--- config.mk ---
export PLATFORM = sky130hd
export DESIGN_NAME = rfid_frame_peak_locator_unit
export DESIGN_NICKNAME = d
export VERILOG_FILES = /design/src/hdl/rfpl_pkg.sv /design/src/hdl/rfpl_frame_rx.sv /design/src/hdl/rfpl_tracker.sv /design/src/hdl/rfid_frame_peak_locator_unit.sv
export SDC_FILE = /design/constraint.sdc
export NUM_CORES = 1
export LEC_CHECK = 0
export ABC_AREA = 1
export BUFFER_PORTS_ARGS = -buffer_cell sky130_fd_sc_hd__buf_2
export CAP_MARGIN = 20
export CORE_MARGIN = 10
export CORE_UTILIZATION = 30
export DETAILED_ROUTE_END_ITERATION = 12
export SLEW_MARGIN = 20
export SYNTH_ARGS = -nofsm -noshare
export SYNTH_HDL_FRONTEND = slang
export SYNTH_SLANG_ARGS = --single-unit
--- constraint.sdc ---
create_clock -name aclk -period 9 [get_ports aclk]
set_input_delay 1.8 -clock aclk [delete_from_list [all_inputs] [get_ports aclk]]
set_output_delay 1.8 -clock aclk [all_outputs]
set_load 0.02 [all_outputs]
--- src/hdl/rfpl_pkg.sv ---
`timescale 1ns / 1ps
`default_nettype none

package rfpl_pkg;

    localparam int FRAME_LEN = 15;
    localparam int CRC_LEN   = 13;
    localparam int CNT_W     = 5;
    localparam int IDX_W     = 4;

    localparam logic [7:0]  WAIT_LIMIT_RST = 8'd10;
    localparam logic [15:0] CRC_INIT       = 16'hFFFF;
    localparam logic [15:0] CRC_POLY       = 16'hA001;
    localparam logic [23:0] COORD_OFFSET   = 24'h800000;
    localparam logic [7:0]  STATUS_ZERO    = 8'h00;

    typedef enum logic [2:0] {
        ST_WAIT      = 3'd0,
        ST_CRC_ERR   = 3'd1,
        ST_PEAK      = 3'd2,
        ST_EMIT      = 3'd3,
        ST_PAST_PEAK = 3'd4
    } status_t;

    // fields of a finished frame as seen at the end marker
    typedef struct packed {
        logic        len_ok;
        logic        status_nz;
        logic        crc_ok;
        logic [7:0]  level;
        logic [15:0] tag;
        logic [23:0] x;
        logic [23:0] y;
    } frame_info_t;

    typedef struct packed {
        status_t     status;
        logic [15:0] tag;
        logic [23:0] x;
        logic [23:0] y;
        logic [7:0]  level;
        logic [7:0]  peak;
    } result_t;

    // modbus crc16, one byte, reflected
    function automatic logic [15:0] crc16_byte(input logic [15:0] crc, input logic [7:0] b);
        logic [15:0] c;
        c = crc ^ {8'h00, b};
        for (int i = 0; i < 8; i++) begin
            if (c[0]) begin
                c = (c >> 1) ^ CRC_POLY;
            end else begin
                c = c >> 1;
            end
        end
        return c;
    endfunction

endpackage

`default_nettype wire

--- src/hdl/rfpl_frame_rx.sv ---
`timescale 1ns / 1ps
`default_nettype none

module rfpl_frame_rx (
    input  wire logic                aclk,
    input  wire logic                aresetn,
    input  wire logic                byte_we,
    input  wire logic [7:0]          byte_in,
    input  wire logic                frame_end,
    output rfpl_pkg::frame_info_t    info
);
    import rfpl_pkg::*;

    localparam logic [CNT_W-1:0] LEN_C  = CNT_W'(FRAME_LEN);
    localparam logic [CNT_W-1:0] OVER_C = CNT_W'(FRAME_LEN + 1);
    localparam logic [CNT_W-1:0] CRC_C  = CNT_W'(CRC_LEN);

    logic [7:0]       frame_reg [FRAME_LEN];
    logic [CNT_W-1:0] count_reg, count_next;
    logic [15:0]      crc_reg, crc_next;

    always_comb begin
        count_next = count_reg;
        crc_next   = crc_reg;
        if (frame_end) begin
            count_next = '0;
            crc_next   = CRC_INIT;
        end else if (byte_we) begin
            if (count_reg < LEN_C) begin
                count_next = count_reg + 1'b1;
                if (count_reg < CRC_C) begin
                    crc_next = crc16_byte(crc_reg, byte_in);
                end
            end else begin
                count_next = OVER_C;
            end
        end
    end

    always_ff @(posedge aclk) begin
        if (!aresetn) begin
            count_reg <= '0;
            crc_reg   <= CRC_INIT;
        end else begin
            count_reg <= count_next;
            crc_reg   <= crc_next;
        end
    end

    // byte store, no reset: a frame of full length writes every entry before it is checked
    always_ff @(posedge aclk) begin
        if (byte_we && !frame_end && count_reg < LEN_C) begin
            frame_reg[count_reg[IDX_W-1:0]] <= byte_in;
        end
    end

    always_comb begin
        info.len_ok    = (count_reg == LEN_C);
        info.status_nz = (frame_reg[3] != STATUS_ZERO);
        info.crc_ok    = ({frame_reg[14], frame_reg[13]} == crc_reg);
        info.level     = frame_reg[4];
        info.tag       = {frame_reg[5], frame_reg[6]};
        info.x         = {frame_reg[7], frame_reg[8], frame_reg[9]} ^ COORD_OFFSET;
        info.y         = {frame_reg[10], frame_reg[11], frame_reg[12]} ^ COORD_OFFSET;
    end

endmodule

`default_nettype wire

--- src/hdl/rfpl_tracker.sv ---
`timescale 1ns / 1ps
`default_nettype none

module rfpl_tracker (
    input  wire logic                aclk,
    input  wire logic                aresetn,
    input  wire logic                frame_end,
    input  wire rfpl_pkg::frame_info_t info,
    input  wire logic [7:0]          wait_limit,
    output rfpl_pkg::result_t        res
);
    import rfpl_pkg::*;

    logic [7:0]  idle_reg, idle_next;
    logic [7:0]  peak_reg, peak_next;
    logic        armed_reg, armed_next;
    logic [23:0] x_reg, x_next;
    logic [23:0] y_reg, y_next;
    logic [15:0] tag_reg, tag_next;
    logic [7:0]  level_reg, level_next;
    status_t     status;
    logic [7:0]  idle_inc;

    always_comb begin
        idle_next  = idle_reg;
        peak_next  = peak_reg;
        armed_next = armed_reg;
        x_next     = x_reg;
        y_next     = y_reg;
        tag_next   = tag_reg;
        level_next = level_reg;
        status     = ST_WAIT;
        idle_inc   = idle_reg + 8'd1;
        if (!info.len_ok || !info.status_nz) begin
            idle_next = idle_inc;
            if (idle_inc >= wait_limit) begin
                idle_next  = '0;
                peak_next  = '0;
                armed_next = 1'b1;
                tag_next   = '0;
            end
        end else begin
            idle_next  = '0;
            tag_next   = info.tag;
            level_next = info.level;
            if (!info.crc_ok) begin
                status = ST_CRC_ERR;
            end else if (info.level >= peak_reg) begin
                status    = ST_PEAK;
                peak_next = info.level;
                x_next    = info.x;
                y_next    = info.y;
            end else if (armed_reg) begin
                status     = ST_EMIT;
                armed_next = 1'b0;
            end else begin
                status = ST_PAST_PEAK;
            end
        end
    end

    always_ff @(posedge aclk) begin
        if (!aresetn) begin
            idle_reg  <= '0;
            peak_reg  <= '0;
            armed_reg <= 1'b1;
            x_reg     <= '0;
            y_reg     <= '0;
            tag_reg   <= '0;
            level_reg <= '0;
        end else if (frame_end) begin
            idle_reg  <= idle_next;
            peak_reg  <= peak_next;
            armed_reg <= armed_next;
            x_reg     <= x_next;
            y_reg     <= y_next;
            tag_reg   <= tag_next;
            level_reg <= level_next;
        end
    end

    always_comb begin
        res.status = status;
        res.tag    = tag_next;
        res.x      = x_next;
        res.y      = y_next;
        res.level  = level_next;
        res.peak   = peak_next;
    end

endmodule

`default_nettype wire

--- src/hdl/rfid_frame_peak_locator_unit.sv ---
`timescale 1ns / 1ps
`default_nettype none

// RFID frame peak locator. Reader response bytes arrive one per beat with
// s_cmd low; a beat with s_cmd high closes the read and yields exactly one
// result beat. A read is checked for a length of 15 bytes, a nonzero status
// byte and a Modbus CRC-16 over bytes 0..12 (low byte in 13, high in 14).
// Good frames raise the held peak and capture X/Y (offset binary converted
// to two's complement), or report the held position once when the signal
// falls below the peak. wait_limit empty or idle reads in a row clear peak
// and tag and re-arm the report. Throughput is one beat per cycle: each beat
// sits in the input register, where the byte-wide crc step and the tracker
// compare handle it; only an end marker meeting a full result register that
// is not being taken holds the input side. A result beat is registered and
// offered on m_valid as its end marker leaves the input register. cfg_data
// sets wait_limit and is only to be written while no read is in flight.
module rfid_frame_peak_locator_unit (
    input  wire logic               aclk,
    input  wire logic               aresetn,
    // input beats
    input  wire logic               s_valid,
    output      logic               s_ready,
    input  wire logic               s_cmd,
    input  wire logic [7:0]         s_data_byte,
    // result beats
    output      logic               m_valid,
    input  wire logic               m_ready,
    output      logic [2:0]         m_status,
    output      logic [15:0]        m_tag_number,
    output      logic signed [23:0] m_pos_x,
    output      logic signed [23:0] m_pos_y,
    output      logic [7:0]         m_signal_now,
    output      logic [7:0]         m_signal_peak,
    // wait_limit write
    input  wire logic               cfg_valid,
    output      logic               cfg_ready,
    input  wire logic [7:0]         cfg_data
);
    import rfpl_pkg::*;

    logic        in_valid_reg;
    logic        in_cmd_reg;
    logic [7:0]  in_byte_reg;
    logic        out_valid_reg;
    result_t     out_reg;
    logic [7:0]  wait_limit_reg;
    logic        proc_fire;
    logic        byte_we;
    logic        frame_end;
    frame_info_t info;
    result_t     res;

    // a byte beat never waits; an end marker needs room in the result register
    assign proc_fire = in_valid_reg && (!in_cmd_reg || !out_valid_reg || m_ready);
    assign byte_we   = proc_fire && !in_cmd_reg;
    assign frame_end = proc_fire && in_cmd_reg;
    assign s_ready   = !in_valid_reg || proc_fire;
    assign cfg_ready = 1'b1;

    // input register
    always_ff @(posedge aclk) begin
        if (!aresetn) begin
            in_valid_reg <= 1'b0;
        end else if (s_ready) begin
            in_valid_reg <= s_valid;
        end
    end

    always_ff @(posedge aclk) begin
        if (s_ready && s_valid) begin
            in_cmd_reg  <= s_cmd;
            in_byte_reg <= s_data_byte;
        end
    end

    // config register
    always_ff @(posedge aclk) begin
        if (!aresetn) begin
            wait_limit_reg <= WAIT_LIMIT_RST;
        end else if (cfg_valid && cfg_ready) begin
            wait_limit_reg <= cfg_data;
        end
    end

    // byte store and running crc
    rfpl_frame_rx u_frame_rx (
        .aclk      (aclk),
        .aresetn   (aresetn),
        .byte_we   (byte_we),
        .byte_in   (in_byte_reg),
        .frame_end (frame_end),
        .info      (info)
    );

    // idle count, peak hold and position tracking
    rfpl_tracker u_tracker (
        .aclk       (aclk),
        .aresetn    (aresetn),
        .frame_end  (frame_end),
        .info       (info),
        .wait_limit (wait_limit_reg),
        .res        (res)
    );

    // result register
    always_ff @(posedge aclk) begin
        if (!aresetn) begin
            out_valid_reg <= 1'b0;
        end else if (frame_end) begin
            out_valid_reg <= 1'b1;
        end else if (m_ready) begin
            out_valid_reg <= 1'b0;
        end
    end

    always_ff @(posedge aclk) begin
        if (frame_end) begin
            out_reg <= res;
        end
    end

    assign m_valid       = out_valid_reg;
    assign m_status      = out_reg.status;
    assign m_tag_number  = out_reg.tag;
    assign m_pos_x       = $signed(out_reg.x);
    assign m_pos_y       = $signed(out_reg.y);
    assign m_signal_now  = out_reg.level;
    assign m_signal_peak = out_reg.peak;

endmodule

`default_nettype wire
Word level (Yosys, flattened, before mapping)
Memories as Yosys holds them, arrays and structs flattened.
Index checks and enable logic that the tools add are counted.

word-level totals
  memories = 1
  logic and storage cells = 133
  output and inout port bits = 86
  register bits after elaboration = 212
  bits in writable memories = 120

cells by class
  $add $sub $neg = 2
  bitwise logic cells = 13
  $lt $le $gt $ge = 4
  mux-type cells = 63
  reductions and logical operators = 24
  equal/unequal tests = 4

memory list
  name                  words  bits a word  rd ports  clocked after memory_dff  write ports  RTL line             RTL
  u_frame_rx.frame_reg  15     8            12        0                         1            rfpl_frame_rx.sv:18  logic [7:0] frame_reg [FRAME_LEN];

operator list
  kind                 number
  $mux 16              38
  $mux 24              6
  $mux 8               7
  $not 2->3            8
  $eq 16x16->1         1
  $ge 8x8->1           2
  $xor 16x8->16        1
  $lt 5x4->1 const B   2
  $mux 1               9
  $add 8x1->8 const B  1
  $reduce_bool 8->1    1
  $logic_and 1x1->1    6
  $logic_not 1->1      6
  $add 5x1->5 const B  1
  $eq 5x4->1 const B   1
  $mux 5               1
  $logic_or 1x1->1     4
  $not 1->1            4
  $reduce_and 4->1     1
  $reduce_bool 2->1    2
  $reduce_or 2->1      2
  $mux 3               1
  $reduce_and 3->1     1
  $reduce_or 3->1      1
  3 further kinds      3

Longest topological paths before layout
  word-level depth = 45
  mapped depth = 17

Cells and area by module
Synthesis repeated with hierarchy kept, for this count alone.

second synthesis, totals
  cell total of the unflattened synthesis = 1,318
  area total of the unflattened synthesis = 12,838.6 sq um

by module, submodules not included
  module                        area each (sq um)  cells an instance  seq. area each (sq um)  instances
  rfpl_tracker                  5,113.7            817                1,781.7                 1
  rfpl_frame_rx                 4,569.4            355                3,303.2                 1
  rfid_frame_peak_locator_unit  3,155.5            146                2,962.8                 1

Least setup slack after synthesis
Ideal clock, no wire load.

  kind = input-to-reg
  start = input port m_ready
  end = register out_reg (netlist bit m_pos_x[0]), enable pin
  stages = 4
  data required time = 8.563 ns
  slack = 4.822 ns
  data arrival time = 3.741 ns
  path buffers = 0
  path through = nor2_1 a21oi_1 nand2_1 inv_1

between the ends
  word-level cells in the longest chain between the ends = 3

RTL lines
  item                  RTL line                             RTL
  start, declared       rfid_frame_peak_locator_unit.sv:27   input wire logic m_ready,
  $logic_or 1x1->1      rfid_frame_peak_locator_unit.sv:54   assign proc_fire = in_valid_reg && (!in_cmd_reg || !out_valid_reg || m_ready);
  $logic_and 1x1->1     rfid_frame_peak_locator_unit.sv:54
  $logic_and 1x1->1     rfid_frame_peak_locator_unit.sv:56   assign frame_end = proc_fire && in_cmd_reg;
  net frame_end         rfid_frame_peak_locator_unit.sv:49   logic frame_end;
  end signal, assigned  rfid_frame_peak_locator_unit.sv:118  out_reg <= res;
  end, declared         rfid_frame_peak_locator_unit.sv:45   result_t out_reg;

The timed path passes the listed nets, and every way through them passes these cells.
A chain may end at the register's enable or synchronous reset.

Worst setup path in the final report
  start = input port m_ready
  end = output port s_ready

between the ends
  word-level cells in the longest chain between the ends = 3

RTL lines
  item               RTL line                            RTL
  $logic_or 1x1->1   rfid_frame_peak_locator_unit.sv:54
  $logic_and 1x1->1  rfid_frame_peak_locator_unit.sv:54
  $logic_or 1x1->1   rfid_frame_peak_locator_unit.sv:57  assign s_ready = !in_valid_reg || proc_fire;
  end, declared      rfid_frame_peak_locator_unit.sv:22  output logic s_ready,

Every way passes these cells.

==> out/results.tsv <==
stage	metric	value	unit
synthesis	register area share after synthesis	65.2	%
floorplan	num rows	74	
drt	Routed wire per std cell	14.7	um
sta	Slew @ Worst Pin	1000	ps
critical_path	crit start category	primary input	
floorplan	DIE HEIGHT	223	um
drt	Starting DRT DRC Count	538	
sta	Final Skew	28.3	ps
clock_network	Clock transition at path regs	60	ps
clock_network	CTS tree	built	
drt	WL final	28100	um
clock_network	Clk Latency, worst-skew pair	530	ps
sta	Max transition margin	33.2	%
sta	TNS Setup	0	ps
sta	RSZ-0062 raised after global routing	false	
job	MaxCap Viol Count	0	
sta	fmax	0.235	GHz
synthesis	Synth Area in Compound Gates	6.69	%
grt	first-pass GRT wire length	44500	um
place	placer congestion estimate	0.840	
clock_network	post_cts resized	0	
synthesis	multiplexer area fraction after synthesis	0	%
grt	vias in the first global route	8069	
synthesis	largest area contributor in the netlist	edfxtp_1	
finish	fin cells	1913	
clock_network	clock sinks	308	
finish	layout cells sized above 1	17.0	%
synthesis	Synth top area share	45.7	%
floorplan	Die Footprint	49700	um2
finish	area taken by multi-input logic gates	3590	um2
place	detailed-placement wirelength estimate	18600	um
sta	final worst path period need	4250	ps
floorplan	Die Span X	223	um
finish	Seq. cell area	8050	um2
drt	DRC viols	0	
drt	via count	8352	
clock_network	CTS max path bufs	3	
finish	max FFs per register	96	
synthesis	Synth warnings	0	
clock_network	clk root buf	clkbuf_16	
finish	Fillers	4044	
drt	final antenna-violating net count	0	
pwr	peak supply drop	0.164	mV
synthesis	FFs w/ async S/R, synth	0	%
sta	fin crit share	47.3	%
synthesis	post-synthesis simple-gate area fraction	18.2	%
pwr	leak pwr	6.23	nW
synthesis	synthesized flop and latch total	308	
synthesis	Syn Std Cell Area	12300	um2
grt	antenna violations before repair	1	
finish	Layout area overhead	19.3	%
critical_path	worst-path fanout max	3	
place	# port buffers	106	
critical_path	worst setup path class	primary input to output pin	
synthesis	top post-synthesis cells by area	edfxtp_1, dfxtp_1, nand2_1	
synthesis	Post-Synthesis Net Count	1276	
synthesis	synth cell count leaders	nand2_1, edfxtp_1, inv_1	
grt	Remaining Overflow, GRT	0	
pwr	power density over the cells	212	nW/um2
drt	DRT Pass-1 Iters	4	
synthesis	adder-cell share of the synthesized area	2.23	%
synthesis	syn_area_per_cell	10.0	um2
floorplan	initial core utilization	30.3	%
synthesis	unique cell type count in the Yosys netlist	31	
grt	largest net degree at the start of global routing	65	
floorplan	IO Pins	108	
clock_network	post-CTS setup buffer count	0	
critical_path	Crit path arrival time	2450	ps
critical_path	worst path required time	7200	ps
sta	Hold Vio Cnt, Final	0	
critical_path	Worst Setup End Kind	output pin	
floorplan	core area	40700	um2
clock_network	Hold Buf Count CTS	0	
sta	Pins Over Slew Limit	0	
finish	Final nets	1396	
sta	Final setup viols	0	
synthesis	largest family of logic cells by synthesized area	simple AND/OR/NAND/NOR gates	
synthesis	number of flops mapped to enable cells by yosys	188	
synthesis	Main synth FF type	edfxtp_1	
place	number of placed instances, taps included	1846	
grt	Total GRT Usage	11.1	%
clock_network	CTS Buf Count	36	
clock_network	CTS H-Tree Depth	2	
drt	vias per cell	4.37	
status	status	finished, final reports clean	
worst_hold_path	HP Class	flop to flop	
synthesis	most frequent cell after synthesis	nand2_1	
synthesis	synthesized instance count	1232	
synthesis	XOR/XNOR share of the synthesized area	1.77	%
[final cells by class]
class	instances	area share (%)
Sequential cell	308	54.6
Multi-Input combinational cell	742	24.4
Clock buffer	46	6.71
Timing Repair Buffer	126	4.62
Tap cell	532	4.52
Inverter	138	3.52
Clock inverter	20	1.65
Antenna cell	1	0.0170
[worst max-delay path, cell delays in order]
cell and delay [ps]:
buf_2 100, nor2_1 210, nand3_1 160, buf_2 190
[through the flow]
stage | hold slack [ps] | instance area [um2] | power, W | worst slack (ps) | util, %
floorplan | 423 | 12300 | 0.00163 | 4820 | -
global placement | 436 | 13500 | 0.00167 | 4330 | 33.1
detailed placement | 440 | 13500 | 0.00167 | 4250 | 33.1
CTS | 453 | 14700 | 0.00317 | 4740 | 36.2
global route | 463 | 14700 | 0.00325 | 4600 | 36.2
finish | 450 | 14700 | 0.00313 | 4750 | 36.2
[layer usage]
layer	global-route usage, %	wire length [um]	up-vias
met2	18.4	13400	176
met3	2.55	1450	49
met5	0	0	-
met1	13.9	12600	3883
li1	-	-	4244
met4	3.88	687	0
[cell families after synthesis]
kind of cell | Yosys count
adders and majority gates | 22
buffers and inverters | 182
DFF | 308
AOI/OAI and AO/OA | 127
xor gates and xnor gates | 25
and+or+nand+nor | 567
other | 1
[power breakdown]
part	leakage, nW	switching (W)	internal [W]	total [W]
sequential	2.71	0.0000157	0.00151	0.00153
clock	0.588	0.000586	0.000902	0.00149
combinational	2.93	0.0000810	0.0000304	0.000111
[placed cells by master (no fill, tap or decap), types with 5 or more instances in the layout]
cell and count:
nand2_1 444, edfxtp_1 188, inv_1 134, dfxtp_1 120
buf_2 106, nor2_1 56, o21ai_2 41, o21ai_0 36
clkbuf_16 36, a21oi_1 30, nand3_1 29, ha_1 22
buf_4 20, xor2_1 16, nand4_1 14, nor3_1 11
xnor2_1 9, o21ai_1 7, o211ai_1 7, and2_1 6
clkinv_2 5, clkinvlp_4 5, clkbuf_1 5, clkbuf_8 5
[final timing paths]
kind                         endpoint                    start  cells past startpoint  slack, ps
setup / recovery              s_ready                  m_ready                      4       4750
hold / removal    u_tracker.x_reg[17]      u_tracker.x_reg[17]                      2        450
setup reg to reg          m_pos_y[20]  u_frame_rx.count_reg[1]                     11       5520
hold reg to reg   u_tracker.x_reg[17]      u_tracker.x_reg[17]                      2        450
No activity file was read; power rests on OpenSTA's default activity.
